$ cat config.mk
export PLATFORM = sky130hd
export DESIGN_NAME = rap_queue
export DESIGN_NICKNAME = d
export VERILOG_FILES = /design/src/hw/rtl/rap_pkg.sv /design/src/hw/rtl/rap_queue.sv
export SDC_FILE = /design/constraint.sdc
export NUM_CORES = 1
export LEC_CHECK = 0
export BUFFER_PORTS_ARGS = -buffer_cell sky130_fd_sc_hd__buf_2
export CAP_MARGIN = 10
export CORE_UTILIZATION = 56
export DETAILED_ROUTE_END_ITERATION = 7
export GPL_ROUTABILITY_DRIVEN = 0
export GPL_TIMING_DRIVEN = 0
export PLACE_DENSITY = 0.78
export RECOVER_POWER = 50
export SYNTH_ARGS = -nofsm -noshare
export SYNTH_HDL_FRONTEND = slang
export SYNTH_SLANG_ARGS = --single-unit
export TNS_END_PERCENT = 10
$ cat constraint.sdc
create_clock -name clk_i -period 2.2 [get_ports clk_i]
set_clock_uncertainty 0.15 [all_clocks]
set_input_delay 0.11 -clock clk_i [delete_from_list [all_inputs] [get_ports clk_i]]
set_output_delay 0.11 -clock clk_i [all_outputs]
set_load 0.005 [all_outputs]
$ cat src/hw/rtl/rap_pkg.sv
// Shared types and constants for the 2x2 RGB average pooling unit.
package rap_pkg;

  localparam int unsigned MaxWidthDefault = 1024;
  localparam int unsigned ChanW           = 8;
  localparam int unsigned PairW           = ChanW + 1;
  localparam int unsigned WidthW          = 11;
  localparam int unsigned HeightW         = 13;
  localparam int unsigned RowW            = 12;
  localparam int unsigned CfgIdxW         = 2;
  localparam int unsigned CfgDataW        = 13;
  localparam int unsigned MaxHeight       = 4096;
  localparam int unsigned ResetWidth      = 640;
  localparam int unsigned ResetHeight     = 480;
  localparam int unsigned QueueDepth      = 4;
  // divide by the four samples of a window: drop two bits
  localparam int unsigned PoolShift       = 2;

  localparam logic [CfgIdxW-1:0] CfgImageWidth  = 2'd0;
  localparam logic [CfgIdxW-1:0] CfgImageHeight = 2'd1;

  typedef enum logic [1:0] {
    KIND_LEFT,  // left pixel of a pair: load partial register
    KIND_PAIR,  // upper window row: store pair sum in line buffer
    KIND_EMIT   // lower window row: finish window and emit
  } kind_e;

  typedef struct packed {
    kind_e            kind;
    logic             row_end;
    logic             frame_end;
    logic [ChanW-1:0] blue;
    logic [ChanW-1:0] green;
    logic [ChanW-1:0] red;
  } rap_req_t;

  localparam int unsigned ReqW = $bits(rap_req_t);

endpackage

$ cat src/hw/rtl/rap_queue.sv
// Short request queue between front and back end.
module rap_queue #(
  parameter int unsigned DATA_W = rap_pkg::ReqW,
  parameter int unsigned DEPTH  = rap_pkg::QueueDepth
) (
  input  logic              clk_i,
  input  logic              rst_ni,
  input  logic              push_i,
  input  logic [DATA_W-1:0] push_data_i,
  output logic              full_o,
  input  logic              pop_i,
  output logic              valid_o,
  output logic [DATA_W-1:0] pop_data_o
);
  import rap_pkg::*;

  localparam int unsigned PtrW = (DEPTH > 1) ? $clog2(DEPTH) : 1;
  localparam int unsigned CntW = $clog2(DEPTH + 1);
  localparam logic [CntW-1:0] Full = CntW'(DEPTH);
  localparam logic [PtrW-1:0] Last = PtrW'(DEPTH - 1);

  logic [DATA_W-1:0] entry_q [DEPTH];
  logic [PtrW-1:0]   wr_q, rd_q;
  logic [CntW-1:0]   cnt_q;

  assign full_o     = (cnt_q == Full);
  assign valid_o    = (cnt_q != '0);
  assign pop_data_o = entry_q[rd_q];

  always_ff @(posedge clk_i) begin
    if (push_i) begin
      entry_q[wr_q] <= push_data_i;
    end
  end

  always_ff @(posedge clk_i or negedge rst_ni) begin
    if (!rst_ni) begin
      wr_q  <= '0;
      rd_q  <= '0;
      cnt_q <= '0;
    end else begin
      if (push_i) begin
        wr_q <= (wr_q == Last) ? '0 : wr_q + 1'b1;
      end
      if (pop_i) begin
        rd_q <= (rd_q == Last) ? '0 : rd_q + 1'b1;
      end
      if (push_i && !pop_i) begin
        cnt_q <= cnt_q + 1'b1;
      end else if (pop_i && !push_i) begin
        cnt_q <= cnt_q - 1'b1;
      end
    end
  end

`ifndef NO_ASSERTIONS
  a_no_overflow : assert property (@(posedge clk_i) disable iff (!rst_ni)
    push_i |-> !full_o) else $error("request pushed into full queue");
  a_no_underflow : assert property (@(posedge clk_i) disable iff (!rst_ni)
    pop_i |-> valid_o) else $error("request popped from empty queue");
  a_count_bound : assert property (@(posedge clk_i) disable iff (!rst_ni)
    cnt_q <= Full) else $error("queue count beyond depth");
  a_ptr_gap : assert property (@(posedge clk_i) disable iff (!rst_ni)
    (cnt_q == '0) |-> (wr_q == rd_q)) else $error("empty queue with pointer gap");
`endif

endmodule

---- Word level (Yosys, flattened, before mapping) ----
Memories as Yosys holds them, arrays and structs flattened.
Index checks and enable logic that the tools add are counted.
storage, ports and cells
  register bits after elaboration ......... 7
  memories ................................ 1
  bits in writable memories ............... 112
  word-level logic and storage cells ...... 23
  bits of input ports ..................... 32
  output and inout port bits .............. 30
operators by class
  eq/ne operators ......................... 3
  muxes and demuxes ....................... 6
  add/subtract/negate cells ............... 4
  reduce and logical (&&, ||, !) cells .... 6
memories
  name     depth  bits a word  read ports  clocked after memory_dff  write ports  RTL line         RTL
  entry_q  4      28           1           0                         1            rap_queue.sv:22  logic [DATA_W-1:0] entry_q [DEPTH];
operators with widths
  kind                                              count
  2-to-1 mux 3 bit                                  2
  adder 2 x 1 -> 2 bit, second input constant       2
  == test 2 bit, second input constant              2
  2-to-1 mux 2 bit                                  2
  adder 3 x 1 -> 3 bit, second input constant       1
  == test 3 bit, second input constant              1
  nonzero test 3 bit                                1
  subtractor 3 x 1 -> 3 bit, second input constant  1
  logical AND 1 bit                                 2
  zero test 1 bit                                   2
  2-to-1 mux 1 bit                                  2
  nonzero test 2 bit                                1

---- Depth between registers and ports, before layout ----
  depth in word-level cells ............... 4
  gate-level depth with buffers ........... 7
  mapped depth without buffers ............ 7

---- Least setup slack after synthesis ----
Ideal clock, no wire load.
  path kind ............................... reg-to-reg
  start point ............................. register wr_q[0]
  end point ............................... memory entry_q[2][0] in the netlist's numbering (enable)
  clock period less this slack ............ 1.859 ns
  setup time .............................. 0.387 ns
  data arrival time ....................... 1.321 ns
  buffers on the path ..................... 0
  slack ................................... 0.341 ns
  data required time ...................... 1.663 ns
  cell stages (with the launch flop) ...... 4
  cells stage by stage .................... dfrtp_1 inv_1 ha_1 and2_1
RTL lines
  what                    RTL line         RTL
  start, declared         rap_queue.sv:23  logic [PtrW-1:0] wr_q, rd_q;
  start signal, assigned  rap_queue.sv:43  wr_q <= (wr_q == Last) ? '0 : wr_q + 1'b1;
  end, declared           rap_queue.sv:22
Straight into the memory's write port.

---- Final worst setup path ----
  start point ............................. register rd_q[1]
  end point ............................... output port pop_data_o[0]
on the way
  cells in the longest elaborated chain, start to end .. 1
RTL lines
  what                      RTL line         RTL
  start, declared           rap_queue.sv:23
  start signal, assigned    rap_queue.sv:46  rd_q <= (rd_q == Last) ? '0 : rd_q + 1'b1;
  memory read (4 x 28 bit)  --
  end, declared             rap_queue.sv:13  output logic [DATA_W-1:0] pop_data_o
Every way passes these cells.

==> run metrics <==
drt via density=5.48; die area=approximately 0.0083 mm2; register-to-register setup slack=between 300 and 400 ps; min Tclk post-route=~2100 ps; Post-Layout Cell Count=between 400 and 500; post-synthesis cell type count=19; Max Cap Viol=0; final period utilization=96.6%; type of the worst setup path=register to output pin; dpl cells=roughly 350; largest net degree at the start of global routing=29; root buf cell=clkbuf_8; Fmax=~0.47 GHz; final WL=between 8 and 9 mm; Routed WL per cell=slightly below 20 um; Most used DFF post-synth=edfxtp_1; Reg clk slew, reported paths=60 ps; Post-synth ARST share=under 10%; hpwl dp=4.45 mm; clk_lat worst skew=approximately 500 ps; Synth warnings=0; Crit path required time=roughly 1900 ps; Syn Nets=around 220; mapped cell area=about 0.0045 mm2; Final Slew Violations=0; ant diodes=0; status=finished, final reports clean; # IOs=slightly above 60; CORE AREA=between 0.007 and 0.008 mm2; post-CTS setup buffer count=0; WP data arrival=about 1900 ps; Hold Path Sink=entry_q[1][7]$_DFFE_PP_; hold path depth=2; worst r2r src=wr_q[0]$_DFFE_PN0P_; final hold vios=0; Chip Width=around 91 um; H-tree depth=4; TritonCTS clock tree=built; Min-Delay Path Class=input port to register; Area growth, synth to finish=29.2%; ANT nets after route=0; I/O Buffers=61; worst-path fanout max=10; first-pass GRT wire length=around 13 mm; FP Rows=32; sequential-to-total area share from yosys stat=between 70% and 80%; depth of the most critical reg-to-reg path=3; vias in the first global route=~2500; pwr dens=roughly 1300 mW/mm2; EDFF count, synth=between 100 and 150; dpl cell area=0.00490 mm2; Overflow after GRT=0; Peak supply drop=0.803 mV; hold_ws=between 200 and 250 ps; hold path startpoint=push_data_i[7]; number of remaining DRC errors=0; initial antenna violation count=0; drt first-iter violations=97; Worst Tran Pin Value=776 ps; DR pass1 iterations=4; via count=2246; final setup fails=0; TritonCTS Sinks=between 100 and 150; total CTS buffers=17; Reg2Reg Capture Point=entry_q[2][13]$_DFFE_PP_; leakage=between 1.5 and 2 nW; startpoint types=register; relative slew slack=between 40% and 50%; Syn Area/Cell=around 24 um2; RSZ-0062 raised after global routing=no; all-layer global routing usage=21.8%; Longest Clk Path Bufs=2; Initial Util=57.7%; cell area after layout=0.00576 mm2; layout cell share with drive strength beyond 1=32.8%; # nets final=334; Cells after Synth=183; CP Capture Type=output pin; #FFs+latches synth=roughly 120; overall die height=91.2 um
-- report_power, final --
group          internal, mW  switching [mW]
logic                 0.974           0.907
clock network          1.71           0.932
registers              2.93           0.153
total                  5.62            1.99
-- Yosys cell counts, types with 2 or more instances --
| master | instances | area (um2) |
|---|---|---|
| and2_1 | 4 | 25.0 |
| buf_2 | 2 | 10.0 |
| buf_6 | 3 | 33.8 |
| dfrtp_1 | 7 | 175 |
| edfxtp_1 | 112 | 3360 |
| ha_1 | 6 | 75.1 |
| inv_1 | 5 | 18.8 |
| mux2_2 | 3 | 33.8 |
| mux4_2 | 28 | 631 |
| nor2_1 | 2 | 7.51 |
| o21ai_0 | 2 | 10.0 |
| xor2_1 | 2 | 17.5 |
-- cells in the final DEF, fill, tap and decap left out, types with 3 or more instances in the layout --
| master | instances |
|---|---|
| and2_2 | 4 |
| buf_2 | 32 |
| buf_6 | 3 |
| bufinv_16 | 3 |
| clkbuf_1 | 32 |
| clkbuf_16 | 16 |
| clkinvlp_4 | 6 |
| dfrtp_1 | 6 |
| dlygate4sd3_1 | 32 |
| edfxtp_1 | 112 |
| ha_1 | 6 |
| inv_1 | 5 |
| mux2_2 | 3 |
| mux4_2 | 28 |
-- repair_timing --
| item | CTS | global route |
|---|---|---|
| gates resized for setup | 1 | 1 |
| hold endpoints to repair | 125 | 0 |
| setup endpoints to repair | 8 | 12 |
| gates cloned | 0 | 0 |
| hold buffers | 32 | 0 |
-- cells by family (layout without fill, tap and decap cells) --
kind of cell    Yosys count  in the layout  synth area share [%]
buf+inv                  11            136                  1.57
flops                   119            119                  79.3
mux                      31             31                  14.9
xor+xnor                  3              3                 0.589
fa+ha+maj                 7              7                  2.13
compound gates            2              2                 0.224
simple gates             10             10                  1.23
-- sequential cells by signal, indices dropped and copies added (netlist names) --
register  flops
entry_q     112
cnt_q         3
wr_q          2
rd_q          2
-- how the worst max path moves through the flow --
stage / from / to / slack (ps)
6_report: rd_q[1]$_DFFE_PN0P_ / pop_data_o[0] / 80
5_1_grt: rd_q[1]$_DFFE_PN0P_ / pop_data_o[0] / 20
4_1_cts: rd_q[0]$_DFFE_PN0P_ / pop_data_o[0] / 9
3_5_place_dp: wr_q[0]$_DFFE_PN0P_ / entry_q[2][18]$_DFFE_PP_ / 310
3_3_place_gp: wr_q[0]$_DFFE_PN0P_ / entry_q[2][15]$_DFFE_PP_ / -160
2_1_floorplan: wr_q[0]$_DFFE_PN0P_ / entry_q[2][0]$_DFFE_PP_ / 340
-- layout make-up --
| cell class | count | area [um2] |
|---|---|---|
| Multi-Input combinational cell | 53 | 856 |
| Timing Repair Buffer | 93 | 588 |
| Inverter | 5 | 18.8 |
| Buffer | 6 | 53.8 |
| Sequential cell | 119 | 3540 |
| Tap cell | 102 | 128 |
| Clock inverter | 13 | 156 |
| Fill cell | 446 | 1970 |
| Clock buffer | 19 | 422 |
-- layer usage --
metal / track usage, % / routed length [um]
met5: 0 / 0
met2: 37.2 / 4300
met1: 26.0 / 3240
met3: 5.19 / 302
met4: 11.4 / 229
-- worst max-delay path, cell delays in order (launching register included) --
cell and delay [ps]:
dfrtp_1 400, buf_4 240, buf_4 220, mux4_2 350, buf_2 150
-- per-stage QoR --
step | setup TNS, ps | utilization [%] | power [mW] | setup WS [ps]
floorplan | 0 | - | 4.26 | 341
global placement | -14980 | 63.3 | 4.89 | -162
detailed placement | 0 | 63.4 | 4.95 | 312
CTS | 0 | 75.0 | 7.69 | 8.65
global route | 0 | 74.6 | 7.93 | 19.9
finish | 0 | 74.6 | 7.61 | 75.3
Power figures use the tool's default switching activity.
