--- src/hw/rtl/rap_pkg.sv ---
// Shared types and constants for the 2x2 RGB average pooling unit.
package rap_pkg;

  localparam int unsigned MaxWidthDefault = 1024;
  localparam int unsigned ChanW           = 8;
  localparam int unsigned PairW           = ChanW + 1;
  localparam int unsigned WidthW          = 11;
  localparam int unsigned HeightW         = 13;
  localparam int unsigned RowW            = 12;
  localparam int unsigned CfgIdxW         = 2;
  localparam int unsigned CfgDataW        = 13;
  localparam int unsigned MaxHeight       = 4096;
  localparam int unsigned ResetWidth      = 640;
  localparam int unsigned ResetHeight     = 480;
  localparam int unsigned QueueDepth      = 4;
  // divide by the four samples of a window: drop two bits
  localparam int unsigned PoolShift       = 2;

  localparam logic [CfgIdxW-1:0] CfgImageWidth  = 2'd0;
  localparam logic [CfgIdxW-1:0] CfgImageHeight = 2'd1;

  typedef enum logic [1:0] {
    KIND_LEFT,  // left pixel of a pair: load partial register
    KIND_PAIR,  // upper window row: store pair sum in line buffer
    KIND_EMIT   // lower window row: finish window and emit
  } kind_e;

  typedef struct packed {
    kind_e            kind;
    logic             row_end;
    logic             frame_end;
    logic [ChanW-1:0] blue;
    logic [ChanW-1:0] green;
    logic [ChanW-1:0] red;
  } rap_req_t;

  localparam int unsigned ReqW = $bits(rap_req_t);

endpackage

--- src/hw/rtl/rap_front.sv ---
// Front end: config registers, raster counters and classification of pixels.
module rap_front #(
  parameter int unsigned MAX_WIDTH = rap_pkg::MaxWidthDefault,
  parameter int unsigned SLOT_W    = 9
) (
  input  logic                          clk_i,
  input  logic                          rst_ni,
  input  logic                          cfg_valid_i,
  input  logic [rap_pkg::CfgIdxW-1:0]   cfg_index_i,
  input  logic [rap_pkg::CfgDataW-1:0]  cfg_data_i,
  input  logic                          pix_valid_i,
  output logic                          pix_ready_o,
  input  logic [3*rap_pkg::ChanW-1:0]   pix_data_i,
  input  logic                          q_full_i,
  output logic                          q_push_o,
  output rap_pkg::rap_req_t             q_req_o,
  output logic [SLOT_W-1:0]             q_slot_o
);
  import rap_pkg::*;

  localparam int unsigned ColW = (MAX_WIDTH > 2) ? $clog2(MAX_WIDTH) : 1;
  localparam int unsigned CmpW = HeightW;
  localparam logic [CmpW-1:0] MaxW = CmpW'(MAX_WIDTH);
  localparam logic [CmpW-1:0] MaxH = CmpW'(MaxHeight);
  localparam logic [CmpW-1:0] Two  = CmpW'(2);
  localparam logic [CmpW-1:0] One  = CmpW'(1);

  logic [WidthW-1:0]  width_q;
  logic [HeightW-1:0] height_q;
  logic [ColW-1:0]    col_q, col_d;
  logic [RowW-1:0]    row_q, row_d;

  logic [CmpW-1:0] w_raw, eff_w, eff_h, last_col, last_row, col_nx, row_nx;
  logic            accept, cfg_wr;

  assign cfg_wr      = cfg_valid_i;
  assign pix_ready_o = !q_full_i;
  assign accept      = pix_valid_i && !q_full_i;

  assign w_raw    = CmpW'(width_q);
  assign eff_w    = (w_raw < Two) ? Two : ((w_raw > MaxW) ? MaxW : w_raw);
  assign eff_h    = (height_q < Two) ? Two : ((height_q > MaxH) ? MaxH : height_q);
  assign last_col = {eff_w[CmpW-1:1], 1'b0} - One;
  assign last_row = {eff_h[CmpW-1:1], 1'b0} - One;
  assign col_nx   = CmpW'(col_q) + One;
  assign row_nx   = CmpW'(row_q) + One;

  always_comb begin
    col_d = col_q;
    row_d = row_q;
    if (accept) begin
      if (col_nx >= eff_w) begin
        col_d = '0;
        row_d = (row_nx >= eff_h) ? '0 : RowW'(row_nx);
      end else begin
        col_d = ColW'(col_nx);
      end
    end
  end

  always_comb begin
    q_push_o          = 1'b0;
    q_req_o.kind      = KIND_LEFT;
    q_req_o.row_end   = (CmpW'(col_q) == last_col);
    q_req_o.frame_end = (CmpW'(col_q) == last_col) && (CmpW'(row_q) == last_row);
    q_req_o.red       = pix_data_i[ChanW-1:0];
    q_req_o.green     = pix_data_i[2*ChanW-1:ChanW];
    q_req_o.blue      = pix_data_i[3*ChanW-1:2*ChanW];
    q_slot_o          = SLOT_W'(col_q >> 1);
    if (accept) begin
      if (!col_q[0]) begin
        q_push_o = 1'b1;
      end else if (CmpW'(col_q) <= last_col) begin
        if (!row_q[0]) begin
          q_req_o.kind = KIND_PAIR;
          q_push_o     = 1'b1;
        end else if (CmpW'(row_q) <= last_row) begin
          q_req_o.kind = KIND_EMIT;
          q_push_o     = 1'b1;
        end
      end
    end
  end

  always_ff @(posedge clk_i or negedge rst_ni) begin
    if (!rst_ni) begin
      width_q  <= WidthW'(ResetWidth);
      height_q <= HeightW'(ResetHeight);
      col_q    <= '0;
      row_q    <= '0;
    end else if (cfg_wr && (cfg_index_i == CfgImageWidth)) begin
      width_q <= cfg_data_i[WidthW-1:0];
      col_q   <= '0;
      row_q   <= '0;
    end else if (cfg_wr && (cfg_index_i == CfgImageHeight)) begin
      height_q <= cfg_data_i;
      col_q    <= '0;
      row_q    <= '0;
    end else begin
      col_q <= col_d;
      row_q <= row_d;
    end
  end

endmodule

--- config.mk ---
export PLATFORM = sky130hd
export DESIGN_NAME = rap_front
export DESIGN_NICKNAME = d
export VERILOG_FILES = /design/src/hw/rtl/rap_pkg.sv /design/src/hw/rtl/rap_front.sv
export SDC_FILE = /design/constraint.sdc
export NUM_CORES = 1
export LEC_CHECK = 0
export ABC_AREA = 1
export BUFFER_PORTS_ARGS = -buffer_cell sky130_fd_sc_hd__buf_2
export CORE_MARGIN = 1
export CORE_UTILIZATION = 50
export CTS_CLUSTER_DIAMETER = 50
export DETAILED_ROUTE_END_ITERATION = 8
export HOLD_SLACK_MARGIN = 0.1
export PLACE_DENSITY_LB_ADDON = 0.08
export SKIP_LAST_GASP = 1
export SLEW_MARGIN = 20
export SYNTH_ARGS = -nofsm -noshare
export SYNTH_HDL_FRONTEND = slang
export SYNTH_SLANG_ARGS = --single-unit
--- constraint.sdc ---
create_clock -name clk_i -period 4.65 [get_ports clk_i]
set_clock_uncertainty 0.2 [all_clocks]
set_input_delay 0.93 -clock clk_i [delete_from_list [all_inputs] [get_ports clk_i]]
set_output_delay 0.93 -clock clk_i [all_outputs]
set_load 0.005 [all_outputs]
After elaboration in Yosys (flattened, before gate mapping)
Cells that the tools add are included.
{"block": "classes", "n_mux": 23, "bitwise": 1, "n_addsub": 4, "order_cmp": 8, "n_reduce_logical": 10, "n_eq_ne": 3}
{"operator": "$mux 12", "count": 5}
{"operator": "$mux 10", "count": 4}
{"operator": "$mux 13", "count": 2}
{"operator": "$mux 11", "count": 2}
{"operator": "$add 12x1->13 const B", "count": 1}
{"operator": "$eq 10x13->1", "count": 1}
{"operator": "$eq 12x13->1", "count": 1}
{"operator": "$ge 13x13->1", "count": 1}
{"operator": "$gt 13x13->1 const B", "count": 1}
{"operator": "$le 10x13->1", "count": 1}
{"operator": "$le 12x13->1", "count": 1}
{"operator": "$lt 13x2->1 const B", "count": 1}
{"operator": "$sub 13x1->13 const B", "count": 1}
{"operator": "$sub 11x1->12 const B", "count": 1}
{"operator": "$add 10x1->11 const B", "count": 1}
{"operator": "$ge 11x11->1", "count": 1}
{"operator": "$gt 11x11->1 const B", "count": 1}
{"operator": "$lt 11x2->1 const B", "count": 1}
{"operator": "$mux 2", "count": 5}
{"operator": "$reduce_bool 3->1", "count": 2}
{"operator": "$mux 1", "count": 5}
{"operator": "$logic_and 1x1->1", "count": 4}
{"operator": "$reduce_and 2->1", "count": 2}
{"operator": "$eq 2x1->1 const B", "count": 1}
{"operator": "3 further kinds", "count": 3}
{"block": "totals", "output_inout_bits": 39, "register_bits": 46, "inputBits": 44, "wordCells": 53}

Longest topological paths before layout
Gate-level depths: netlist of the first run.
{"block": "depth", "word_depth": 10, "depth_mapped": 24, "depth_no_buf": 24}

Worst setup path before layout of the first run
Ideal clock, no wire load.
{"block": "synth_path", "path_kind": "register to output", "startpoint": "register height_q[5]", "endpoint": "output port q_push_o", "stages_incl_launch_ff": 20, "path_slack_ns": 0.947, "n_path_buf": 2, "required_time_ns": 3.520, "arrival_time_ns": 2.573, "cell_sequence": "dfstp_2 nor2_1 nand2_1 nor2_2 nand2_1 nand2_2 buf_6 nand2_1 ha_1 buf_1 nand3_1 nand2_1 nand2_1 ha_1 nand3_1 nor3_1 nand4_1 nand3_1 nand2_1 a21oi_1"}
{"block": "synth_via", "elab_chain_cells": 10, "word_cells_on_any_way": 11, "cone_classes": "1 x add/sub; 3 x order compare; 7 x mux"}
{"element": "start, declared", "line_no": "rap_front.sv:29", "text": "logic [HeightW-1:0] height_q;"}
{"element": "start signal, assigned", "line_no": "rap_front.sv:88", "text": "height_q <= HeightW'(ResetHeight);"}
{"element": "start signal, assigned", "line_no": "rap_front.sv:96", "text": "height_q <= cfg_data_i;"}
{"element": "$gt 13x13->1", "line_no": "rap_front.sv:42", "text": "assign eff_h = (height_q < Two) ? Two : ((height_q > MaxH) ? MaxH : height_q);"}
{"element": "$mux 13", "line_no": "rap_front.sv:42"}
{"element": "$mux 13 (*)", "line_no": "rap_front.sv:42"}
{"element": "$sub 13x1->13 (*)", "line_no": "rap_front.sv:44", "text": "assign last_row = {eff_h[CmpW-1:1], 1'b0} - One;"}
{"element": "$le 12x13->1 (*)", "line_no": "rap_front.sv:77", "text": "end else if (CmpW'(row_q) <= last_row) begin"}
{"element": "$mux 1 (*)", "line_no": "rap_front.sv:77"}
{"element": "$mux 1 (*)", "line_no": "rap_front.sv:74", "text": "if (!row_q[0]) begin"}
{"element": "$mux 1 (*)", "line_no": "rap_front.sv:73", "text": "end else if (CmpW'(col_q) <= last_col) begin"}
{"element": "$mux 1 (*)", "line_no": "rap_front.sv:71", "text": "if (!col_q[0]) begin"}
{"element": "$mux 1 (*)", "line_no": "rap_front.sv:70", "text": "if (accept) begin"}
{"element": "end, declared", "line_no": "rap_front.sv:15", "text": "output logic q_push_o,"}
Every way passes the cells marked *; elsewhere a longest branch is shown, timed or not.

Worst setup path after layout of the first run
{"block": "layout_path", "startpoint": "register width_q[7]", "endpoint": "output port q_push_o"}
{"block": "layout_via", "elab_chain_cells": 8, "word_cells_on_any_way": 9, "cone_classes": "1 x add/sub; 3 x order compare; 5 x mux"}
{"element": "start, declared", "line_no": "rap_front.sv:28", "text": "logic [WidthW-1:0] width_q;"}
{"element": "start signal, assigned", "line_no": "rap_front.sv:87", "text": "width_q <= WidthW'(ResetWidth);"}
{"element": "start signal, assigned", "line_no": "rap_front.sv:92", "text": "width_q <= cfg_data_i[WidthW-1:0];"}
{"element": "$gt 11x11->1", "line_no": "rap_front.sv:41", "text": "assign eff_w = (w_raw < Two) ? Two : ((w_raw > MaxW) ? MaxW : w_raw);"}
{"element": "$mux 11", "line_no": "rap_front.sv:41"}
{"element": "$mux 11 (*)", "line_no": "rap_front.sv:41"}
{"element": "$sub 11x1->12 (*)", "line_no": "rap_front.sv:43", "text": "assign last_col = {eff_w[CmpW-1:1], 1'b0} - One;"}
{"element": "$le 10x13->1 (*)", "line_no": "rap_front.sv:73"}
{"element": "$mux 1 (*)", "line_no": "rap_front.sv:73"}
{"element": "$mux 1 (*)", "line_no": "rap_front.sv:71"}
{"element": "$mux 1 (*)", "line_no": "rap_front.sv:70"}
Marks and branches as above.

==> reports/metrics.yaml, run 1 <==
slew_headroom_pct: 35.0
wl_per_cell_um: 13.8
cts_made_buffers: 5
synth.top_cell.area_share_pct: 21.9
insertedDiodeCount: 0
yosys_warnings: 0
syn_area_mm2: 0.00458
leakagePower_uw: 0.00265
fp.coreArea_mm2: 0.00881
fill_cells: 924
vias: 4083
yosys.area.top_type: "dfrtp_1"
root_buffer: "clkbuf_8"
grt_max_degree: 47
p_comb_share_pct: 44.1
hold_path.class: "register to register"
critPathLaunchType: "register"
dr.pass1.iters: 7
internal_power_uw: 958
cp_slowest_stage_delay_ns: 0.57
pwr-share-clk_pct: 22.1
viasPerCell: 5.17
timing.final.hold_violations: 0
crit_path_frequent_cell: "nand2_1"
final_nets: 773
cap_violations: 0
drtAntennaViolNets: 0
syn-num-nets: 778
worst_path_max_delay_cell: "dfstp_2"
multi_input_area_mm2: 0.00272
drive_above_1_share_pct: 13.3
synth_flop_cell: "dfrtp_1"
drt_wl_total_um: 10900
crit_family: "simple AND/OR/NAND/NOR gates"
place_ws_ns: 0.613
worstSetupEndpointType: "primary output"
max_slew.worst_pin.slew_ns: 0.972
path_clk_slew_ns: 0.10
ys_types: 38
drcViolationCount: 26
setup-tns-final_ns: 0
synth_area_leaders: "dfrtp_1 22%, nand2_1 17%, ha_1 13%"
violations: "DRC"
power_frac_seq_pct: 33.8
min_period_ns: 4.30
antenna_found_initial: 0
path_class: "register to primary output"
die_area_mm2: 0.00955
grt_pass1_vias: 3757
die_height_um: 97.7
syn_inst: 686
clockBufferDepth: 2
gp_congestion: 0.853
clock-sinks: 46
cp_max_fo: 13
grt_setup_unrepaired: "no"
p_sw_share_pct: 43.6
post-route-period-util_pct: 92.5
syn_avg_cell_area_um2: 6.68
regArea_mm2: 0.00116
drtIter0Drc: 205
setup_viol: 0
status: "complete, but fails checks"
required_ns: 3.52
synth-compound-area-share_pct: 8.19
rows: 34
port_buffers: 34
ys_ff_latch: 46
synth-simple-area-share_pct: 34.1
synth_xor_area_share_pct: 3.44
total_power_uw: 1700
synth_common_cells: "212 x nand2_1, 87 x inv_1, 56 x nor2_1"
h-tree-depth: 2
fmax_mhz: 232
grt_pass1_wl_um: 18300
synth.area.mux_share_pct: 0.246
holdWs_ns: 0.294
synth-adder-area-share_pct: 13.1
synth-edff-count: 0
die_w_um: 97.7
async_flop_share_pct: 100
tritoncts: "yes"
yosysMostFrequentCell: "nand2_1"
floorplan.initialDensity_pct: 52.0
detailed_place_hpwl_um: 8630
power_density_mw_per_mm2: 359
critPathArrivalTime_ns: 3.17
hold_buffers: 0
grtUsageTotal_pct: 24.2
grt-ovfl-total: 0
synth_top_family_by_area: "simple AND/OR/NAND/NOR gates"
peakVddDrop_mv: 0.158
path_buf_inv: 5
seq_area_frac_synth_pct: 25.3
p_switching_uw: 742
insertion_delay_ns: 0.32
syn_to_final_growth_pct: 3.20
worst_slack_ns: 0.347
ios: 83
maxSlewViolCount: 0
[kinds of logic (layout without fill, tap and decap cells)]
family | count (synthesis) | after routing
buffers and inverters | 149 | 145
DFF | 46 | 46
adders and majority gates | 48 | 48
muxes | 1 | 1
xor gates and xnor gates | 18 | 18
AOI/OAI and AO/OA | 64 | 64
and+or+nand+nor | 360 | 360
[per-stage QoR]
stage	utilization (%)	instance area, um2	cells
after global placement	51.9	4570	781
after floorplan	-	4580	686
after CTS	53.5	4710	789
after detailed placement	51.9	4570	781
final	53.7	4730	790
after global routing	53.7	4730	790
[tightest hold or removal path, cell delays in order (launching register included)]
cell and delay, ns:
dfrtp_1 0.36, nand2_1 0.05, o21ai_0 0.06
[layout make-up]
cell class,instances,share of cell area [%]
multi-input cells,491,57.5
well taps,108,2.86
clock inverters,3,1.46
repair buffers,39,4.39
inverters,98,7.83
flip-flops and latches,46,24.5
clock buffers,5,1.46
[power by group through the flow]
stage               logic, uW  clock network [uW]  registers, uW
global placement          725                   0            577
global route              862                 395            587
CTS                       743                 387            573
floorplan                 622                   0            531
finish                    749                 376            574
detailed placement        738                   0            581
[registers in the layout, summed over array words and instances (netlist names)]
signal,flops
height_q,13
row_q,12
width_q,11
col_q,10
[placed cells by master (no fill, tap or decap), drive strengths merged, types with 2 or more instances in the layout]
cell | Yosys | routed
a21oi | 16 | 16
and2 | 3 | 3
buf | 46 | 39
bufinv | 0 | 2
clkbuf | 5 | 5
dfrtp | 40 | 40
dfstp | 6 | 6
ha | 48 | 48
inv | 98 | 98
nand2 | 219 | 219
nand3 | 42 | 42
nand3b | 2 | 2
nand4 | 13 | 13
nor2 | 67 | 67
nor3 | 12 | 12
o21ai | 32 | 32
o21bai | 2 | 2
o22ai | 6 | 6
o41ai | 6 | 6
or2 | 2 | 2
xnor2 | 4 | 4
xor2 | 14 | 14
[layer usage]
layer	vias up	global-route usage, %	part of all wire, %
li1	2140	-	-
met1	1817	34.6	49
met2	110	38.8	44
met3	16	2.88	5.3
met4	0	6.06	1.3
met5	-	0	0
[repair_timing]
item                       in CTS  in global routing
setup endpoints to repair       0                  3
buffers inserted                0                  1
resized for setup               0                  3
[final timing paths]
kind	startpoint	end	slack, ns	cells after the start
setup / recovery	width_q[7]$_DFFE_PN1P_	q_push_o	0.35	25
hold reg to reg	height_q[0]$_DFFE_PN0P_	height_q[0]$_DFFE_PN0P_	0.29	2
max in group asynchronous	rst_ni	height_q[11]$_DFFE_PN0P_	3.33	2
min in group asynchronous	rst_ni	col_q[5]$_DFFE_PN0P_	0.49	2
hold / removal	height_q[0]$_DFFE_PN0P_	height_q[0]$_DFFE_PN0P_	0.29	2
setup reg to reg	col_q[0]$_DFFE_PN0P_	row_q[10]$_DFFE_PN0P_	1.19	14
No activity file was read; power rests on OpenSTA's default activity.
==> run 2: changes to the inputs <==
- CORE_ASPECT_RATIO: default -> 0.7
- GPL_TIMING_DRIVEN: default -> 0
- REMOVE_ABC_BUFFERS: default -> 1
==> run 2 against run 1 <==
  * The flow now finishes without violations
  * Global-route usage grew 2.3 points
  * Clock power shrank 2%
  * Design area grew 1.3%
  * Critical path type unchanged
  * Largest cell class unchanged
==> reports/metrics.yaml, run 2 (synthesized netlist as in run 1, its figures left out) <==
syn_to_final_growth_pct: 4.53
fin_area_mm2: 0.00479  # +1.3%
drtAntennaViolNets: 0  # unchanged
drtIter0Drc: 309  # +51%
mostFrequentLayoutCell: "nand2_1"
cap_violations: 0  # unchanged
worst_path_max_delay_cell: "dfstp_2"
final_cell_mix: "211 x nand2_1, 86 x inv_1, 54 x nor2_1"
hp-start: "height_q[1]$_DFFE_PN0P_"
status: "finished, final reports clean"
port_buffers: 34  # unchanged
fp.coreArea_mm2: 0.00865  # -1.7%
clockBufferDepth: 2  # unchanged
reg2reg_slack_ns: 0.92  # -0.27 ns
hold_path.class: "register to register"
die_area_mm2: 0.00955  # about the same
ios: 83  # unchanged
path_clk_slew_ns: 0.07  # -0.03 ns
setup_viol: 0  # unchanged
wl_per_cell_um: 14.8  # +7.1%
floorplan.initialDensity_pct: 52.9  # +0.92 points
min_period_ns: 4.39  # +0.0839 ns
grt_max_degree: 47  # unchanged
drt_wl_total_um: 11900  # +8.7%
dr.pass1.iters: 5  # -2
tritoncts: "yes"
grt-ovfl-total: 0  # unchanged
critPathLaunchType: "register"
regMostFlops: "height_q"
setup-tns-final_ns: 0  # unchanged
rows: 28  # -18%
crit_family: "simple AND/OR/NAND/NOR gates"
detailed_place_hpwl_um: 9200  # +6.7%
leakagePower_uw: 0.00266  # +0.30%
startpoint: "width_q[7]$_DFFE_PN1P_"
clock-sinks: 46  # unchanged
fmax_mhz: 228  # -1.9%
hold_depth: 2  # unchanged
slew_headroom_pct: 31.8  # -3.3 points
place_inst: 789  # +1.0%
peakVddDrop_mv: 0.174  # +10%
grt_pass1_wl_um: 18900  # +3.3%
insertedDiodeCount: 0  # unchanged
insertion_delay_ns: 0.29  # -0.03 ns
max_slew.worst_pin.slew_ns: 1.02  # +0.0489 ns
critical_path_depth: 25  # unchanged
gp_congestion: 0.892  # +4.5%
grtUsageTotal_pct: 26.5  # +2.3 points
antenna_found_initial: 0  # unchanged
final_nets: 773  # unchanged
die_w_um: 116  # +19%
grt_pass1_vias: 3586  # -4.6%
drcViolationCount: 0  # -100%
die_height_um: 82.1  # -16%
timing.final.hold_violations: 0  # unchanged
maxSlewViolCount: 0  # unchanged
crit_path_frequent_cell: "nand2_1"
viasPerCell: 5.23  # +1.2%
largest_registers: "height_q x13, row_q x12, width_q x11"
power_density_mw_per_mm2: 358  # -0.54%
h-tree-depth: 2  # unchanged
drive_above_1_share_pct: 14.1  # +0.73 points
worstRegToRegCells: 16  # +2
grt_setup_unrepaired: "no"
critPathArrivalTime_ns: 3.26  # +0.09 ns
cp_slowest_stage_delay_ns: 0.57  # about the same
required_ns: 3.52  # about the same
post-route-period-util_pct: 94.3  # +1.8 points
path_buf_inv: 5  # unchanged
largest_reg_flops: 13  # unchanged
fin_cells: 802  # +1.5%
root_buffer: "clkbuf_16"
vias: 4194  # +2.7%
worstSetupEndpointType: "primary output"
rr_startpoint: "col_q[0]$_DFFE_PN0P_"
total_power_uw: 1710  # +0.75%
path_class: "register to primary output"
place_area_mm2: 0.00455  # -0.33%
cp_max_fo: 13  # unchanged
cts_made_buffers: 5  # unchanged
==> run 2: final timing paths <==
kind | endpoint
min reg2reg | height_q[1]$_DFFE_PN0P_
max in group asynchronous | width_q[1]$_DFFE_PN0P_
max | q_push_o
min | height_q[1]$_DFFE_PN0P_
min in group asynchronous | col_q[9]$_DFFE_PN0P_
max reg2reg | row_q[11]$_DFFE_PN0P_
==> run 2: layout make-up <==
| cell class | instances | area, um2 |
|---|---|---|
| Clock buffer | 5 | 125 |
| Clock inverter | 3 | 21.3 |
| Fill cell | 837 | 3860 |
| Inverter | 98 | 370 |
| Multi-Input combinational cell | 491 | 2750 |
| Sequential cell | 46 | 1160 |
| Tap cell | 120 | 150 |
| Timing Repair Buffer | 39 | 210 |
==> run 2: worst reg2reg max path, cell delays in order (launching register included) <==
cell and delay, ns:
dfrtp_1 0.57, ha_1 0.26, nand3_1 0.15, nor3_2 0.20, nand3_1 0.15, nand2_1 0.11, inv_2 0.05, ha_1 0.31
nand2_1 0.09, a21oi_1 0.06, nor2_1 0.10, nand2_1 0.07, nor2_1 0.10, nand4_2 0.55, nand2_2 0.53, nand2_1 0.10
nand2_1 0.08
==> run 2: what timing repair did <==
action | 4_1_cts | 5_1_grt
gates resized for setup | 1 | 10
pin swaps | 0 | 2
hold buffers | 0 | 0
setup buffers | 0 | 5
endpoints found under the setup margin | 1 | 3
==> run 2: metal layers <==
metal,GRT usage (%),part of all wire (%),vias to the layer above
met1,40.2,51,1899
met4,3.72,0.87,0
met3,7.23,10,11
met2,37.2,38,153
li1,-,-,2131
met5,0.556,0,-
==> run 2: stage by stage <==
stage          hold slack [ns]  util (%)  worst slack, ns
3_5_place_dp             0.306      52.6            0.309
4_1_cts                  0.323      54.4          0.00946
5_1_grt                  0.347      55.3          0.00318
2_1_floorplan            0.253         -            0.965
6_report                 0.327      55.3            0.263
3_3_place_gp             0.299      52.6            0.371
==> run 2: power breakdown <==
part | switching (uW) | total (uW) | internal, uW
Sequential | 113 | 577 | 464
Combinational | 477 | 766 | 289
Clock | 169 | 369 | 200
==> run 3: changes to the inputs <==
- ABC_AREA: 1 -> default
==> run 3 against run 2 <==
  * The flow now finishes with violations (setup timing)
  * Utilization is 3.8 points higher
  * Power grew 25%
  * Clock power rose by 11%
  * Non-clock buffer count up 29
  * Largest cell class unchanged
  * Highest routed layer unchanged
==> reports/metrics.yaml, run 3 <==
place_ws_ns: -0.718  # -1.03 ns
insertedDiodeCount: 0  # unchanged
viasPerCell: 5.90  # +13%
die_w_um: 110  # -5.6%
port_buffers: 34  # unchanged
grt_pass1_vias: 3234  # -9.8%
post-route-period-util_pct: 110  # +15 points
yosysMostFrequentCell: "nand2_1"
final_cell_mix: "50 x nand2_1, 44 x ha_1, 39 x dfrtp_1"
synth_common_cells: "51 x nand2_1, 48 x ha_1, 40 x dfrtp_1"
grt_max_degree: 47  # unchanged
fill_cells: 710  # -15%
clockBufferDepth: 2  # unchanged
synth-compound-area-share_pct: 14.3  # +6.2 points
syn_avg_cell_area_um2: 8.74  # +31%
grt_setup_unrepaired: "yes"
synth_area_leaders: "dfrtp_1 25%, ha_1 15%, mux2_1 6.4%"
p_comb_share_pct: 50.8  # +6.1 points
syn_area_mm2: 0.00407  # -11%
insertion_delay_ns: 0.29  # about the same
power_frac_seq_pct: 30.1  # -3.6 points
tritoncts: "yes"
path_class: "register to primary output"
p_sw_share_pct: 41.5  # -2.8 points
max_slew.worst_pin.slew_ns: 1.05  # +0.0315 ns
syn_to_final_growth_pct: 14.3
dr.pass1.iters: 5  # unchanged
critPathArrivalTime_ns: 3.97  # +0.71 ns
grtUsageTotal_pct: 27.6  # +1.1 points
ys_ff_latch: 46  # unchanged
synth.area.mux_share_pct: 7.90  # +7.6 points
drt_wl_total_um: 11400  # -4.0%
violations: "setup timing"
floorplan.initialDensity_pct: 51.7  # -1.2 points
setup_viol: 3  # +3
place_area_mm2: 0.00407  # -11%
die_height_um: 77.5  # -5.6%
seq_area_frac_synth_pct: 28.4  # +3.2 points
gp_congestion: 0.871  # -2.4%
synth_xor_area_share_pct: 4.30  # +0.86 points
wl_per_cell_um: 19.1  # +29%
drtAntennaViolNets: 0  # unchanged
largest_registers: "height_q x13, row_q x12, width_q x11"
holdWs_ns: 0.315  # -0.0120 ns
async_flop_share_pct: 100  # unchanged
synth_flop_cell: "dfrtp_1"
slew_headroom_pct: 29.8  # -1.9 points
mostFrequentLayoutCell: "nand2_1"
pwr-share-clk_pct: 19.1  # -2.4 points
yosys_warnings: 0  # unchanged
cp_max_fo: 3  # -10
worst_slack_ns: -0.447  # -0.710 ns
synth-simple-area-share_pct: 21.5  # -13 points
synth-edff-count: 0  # unchanged
total_power_uw: 2130  # +25%
ys_types: 59  # +55%
timing.final.hold_violations: 0  # unchanged
cts_made_buffers: 5  # unchanged
worstSetupEndpointType: "primary output"
detailed_place_hpwl_um: 8320  # -9.7%
leakagePower_uw: 0.00217  # -19%
required_ns: 3.52  # about the same
drcViolationCount: 0  # unchanged
power_density_mw_per_mm2: 458  # +28%
synth_top_family_by_area: "simple AND/OR/NAND/NOR gates"
clock-sinks: 46  # unchanged
internal_power_uw: 1250  # +31%
die_area_mm2: 0.00852  # -11%
drtIter0Drc: 210  # -32%
p_switching_uw: 885  # +17%
fp.coreArea_mm2: 0.00787  # -9.0%
path_clk_slew_ns: 0.06  # about the same
fmax_mhz: 196  # -14%
status: "complete, but fails checks"
largest_reg_flops: 13  # unchanged
maxSlewViolCount: 0  # unchanged
critPathLaunchType: "register"
syn_inst: 466  # -32%
final_nets: 587  # -24%
grt_pass1_wl_um: 17600  # -7.4%
fin_area_mm2: 0.00465  # -2.8%
setup-tns-final_ns: -0.966  # -0.966 ns
ios: 83  # unchanged
synth.top_cell.area_share_pct: 24.6  # +2.7 points
peakVddDrop_mv: 0.261  # +50%
rows: 27  # -3.6%
min_period_ns: 5.10  # +0.710 ns
vias: 3523  # -16%
yosys.area.top_type: "dfrtp_1"
cap_violations: 0  # unchanged
root_buffer: "clkbuf_16"
hold_path.class: "register to register"
h-tree-depth: 2  # unchanged
synth-adder-area-share_pct: 14.7  # +1.6 points
regMostFlops: "height_q"
drive_above_1_share_pct: 23.6  # +9.5 points
antenna_found_initial: 0  # unchanged
grt-ovfl-total: 0  # unchanged
[run 3: power by group through the flow]
stage	Sequential, uW	Clock, uW	Combinational, uW
after floorplan	600	0	648
after global placement	647	0	843
after detailed placement	647	0	872
after CTS	638	419	982
after global routing	656	433	1210
final	642	408	1080
[run 3: worst max-delay path, cell delays in order (launching register included)]
cell and delay [ns]:
dfrtp_1 0.39, or4_4 0.52, or3_4 0.36, nor2b_4 0.16, o21ai_4 0.08, ha_4 0.19
nand2_2 0.08, o31ai_2 0.07, xor2_1 0.16, ha_2 0.20, or3_4 0.33, a211oi_2 0.25
a2bb2oi_2 0.18, nor3_2 0.07, nand3b_1 0.22, nor3b_2 0.26, buf_2 0.16
[run 3: final timing paths]
kind,slack [ns],cells after the start,endpoint,startpoint
max,-0.45,16,q_req_o[27],width_q[2]$_DFFE_PN0P_
min,0.31,1,width_q[0]$_DFFE_PN0P_,width_q[0]$_DFFE_PN0P_
max reg2reg,0.39,13,row_q[8]$_DFFE_PN0P_,width_q[2]$_DFFE_PN0P_
min reg2reg,0.31,1,width_q[0]$_DFFE_PN0P_,width_q[0]$_DFFE_PN0P_
max in group asynchronous,3.38,1,height_q[12]$_DFFE_PN0P_,rst_ni
min in group asynchronous,0.44,1,width_q[10]$_DFFE_PN0P_,rst_ni
[run 3: cells by family after synthesis]
family          count (synthesis)
simple gates                  170
compound gates                 93
buf+inv                        60
fa+ha+maj                      48
flops                          46
mux                            29
xor+xnor                       20
[run 3: area by class of cell]
class | count | area, um2 | area share [%]
multi-input combinational | 360 | 2720 | 58.5
clock inverter | 1 | 30.0 | 0.645
tap | 101 | 126 | 2.72
clock buffer | 7 | 133 | 2.85
inverter | 14 | 52.6 | 1.13
timing repair buffer | 68 | 432 | 9.27
sequential | 46 | 1160 | 24.9
[run 3: per-layer routing]
| metal | track usage [%] | up-vias | part of all wire [%] |
|---|---|---|---|
| met5 | 0 | - | 0 |
| met4 | 5.73 | 0 | 1.0 |
| met3 | 8.66 | 15 | 7.3 |
| met2 | 35.2 | 109 | 38 |
| met1 | 43.7 | 1681 | 53 |
| li1 | - | 1718 | - |
[run 3: metrics by stage]
step,utilization (%),cells
2_1_floorplan,-,420
3_3_place_gp,51.7,555
3_5_place_dp,51.7,555
4_1_cts,57.1,581
5_1_grt,59.1,597
6_report,59.1,597
[run 3: what timing repair did]
action                     in CTS  in global routing
setup buffers                  18                 16
hold buffers                    0                  0
setup endpoints to repair       5                  9
pin swaps                      21                 13
gates resized for setup        27                  9
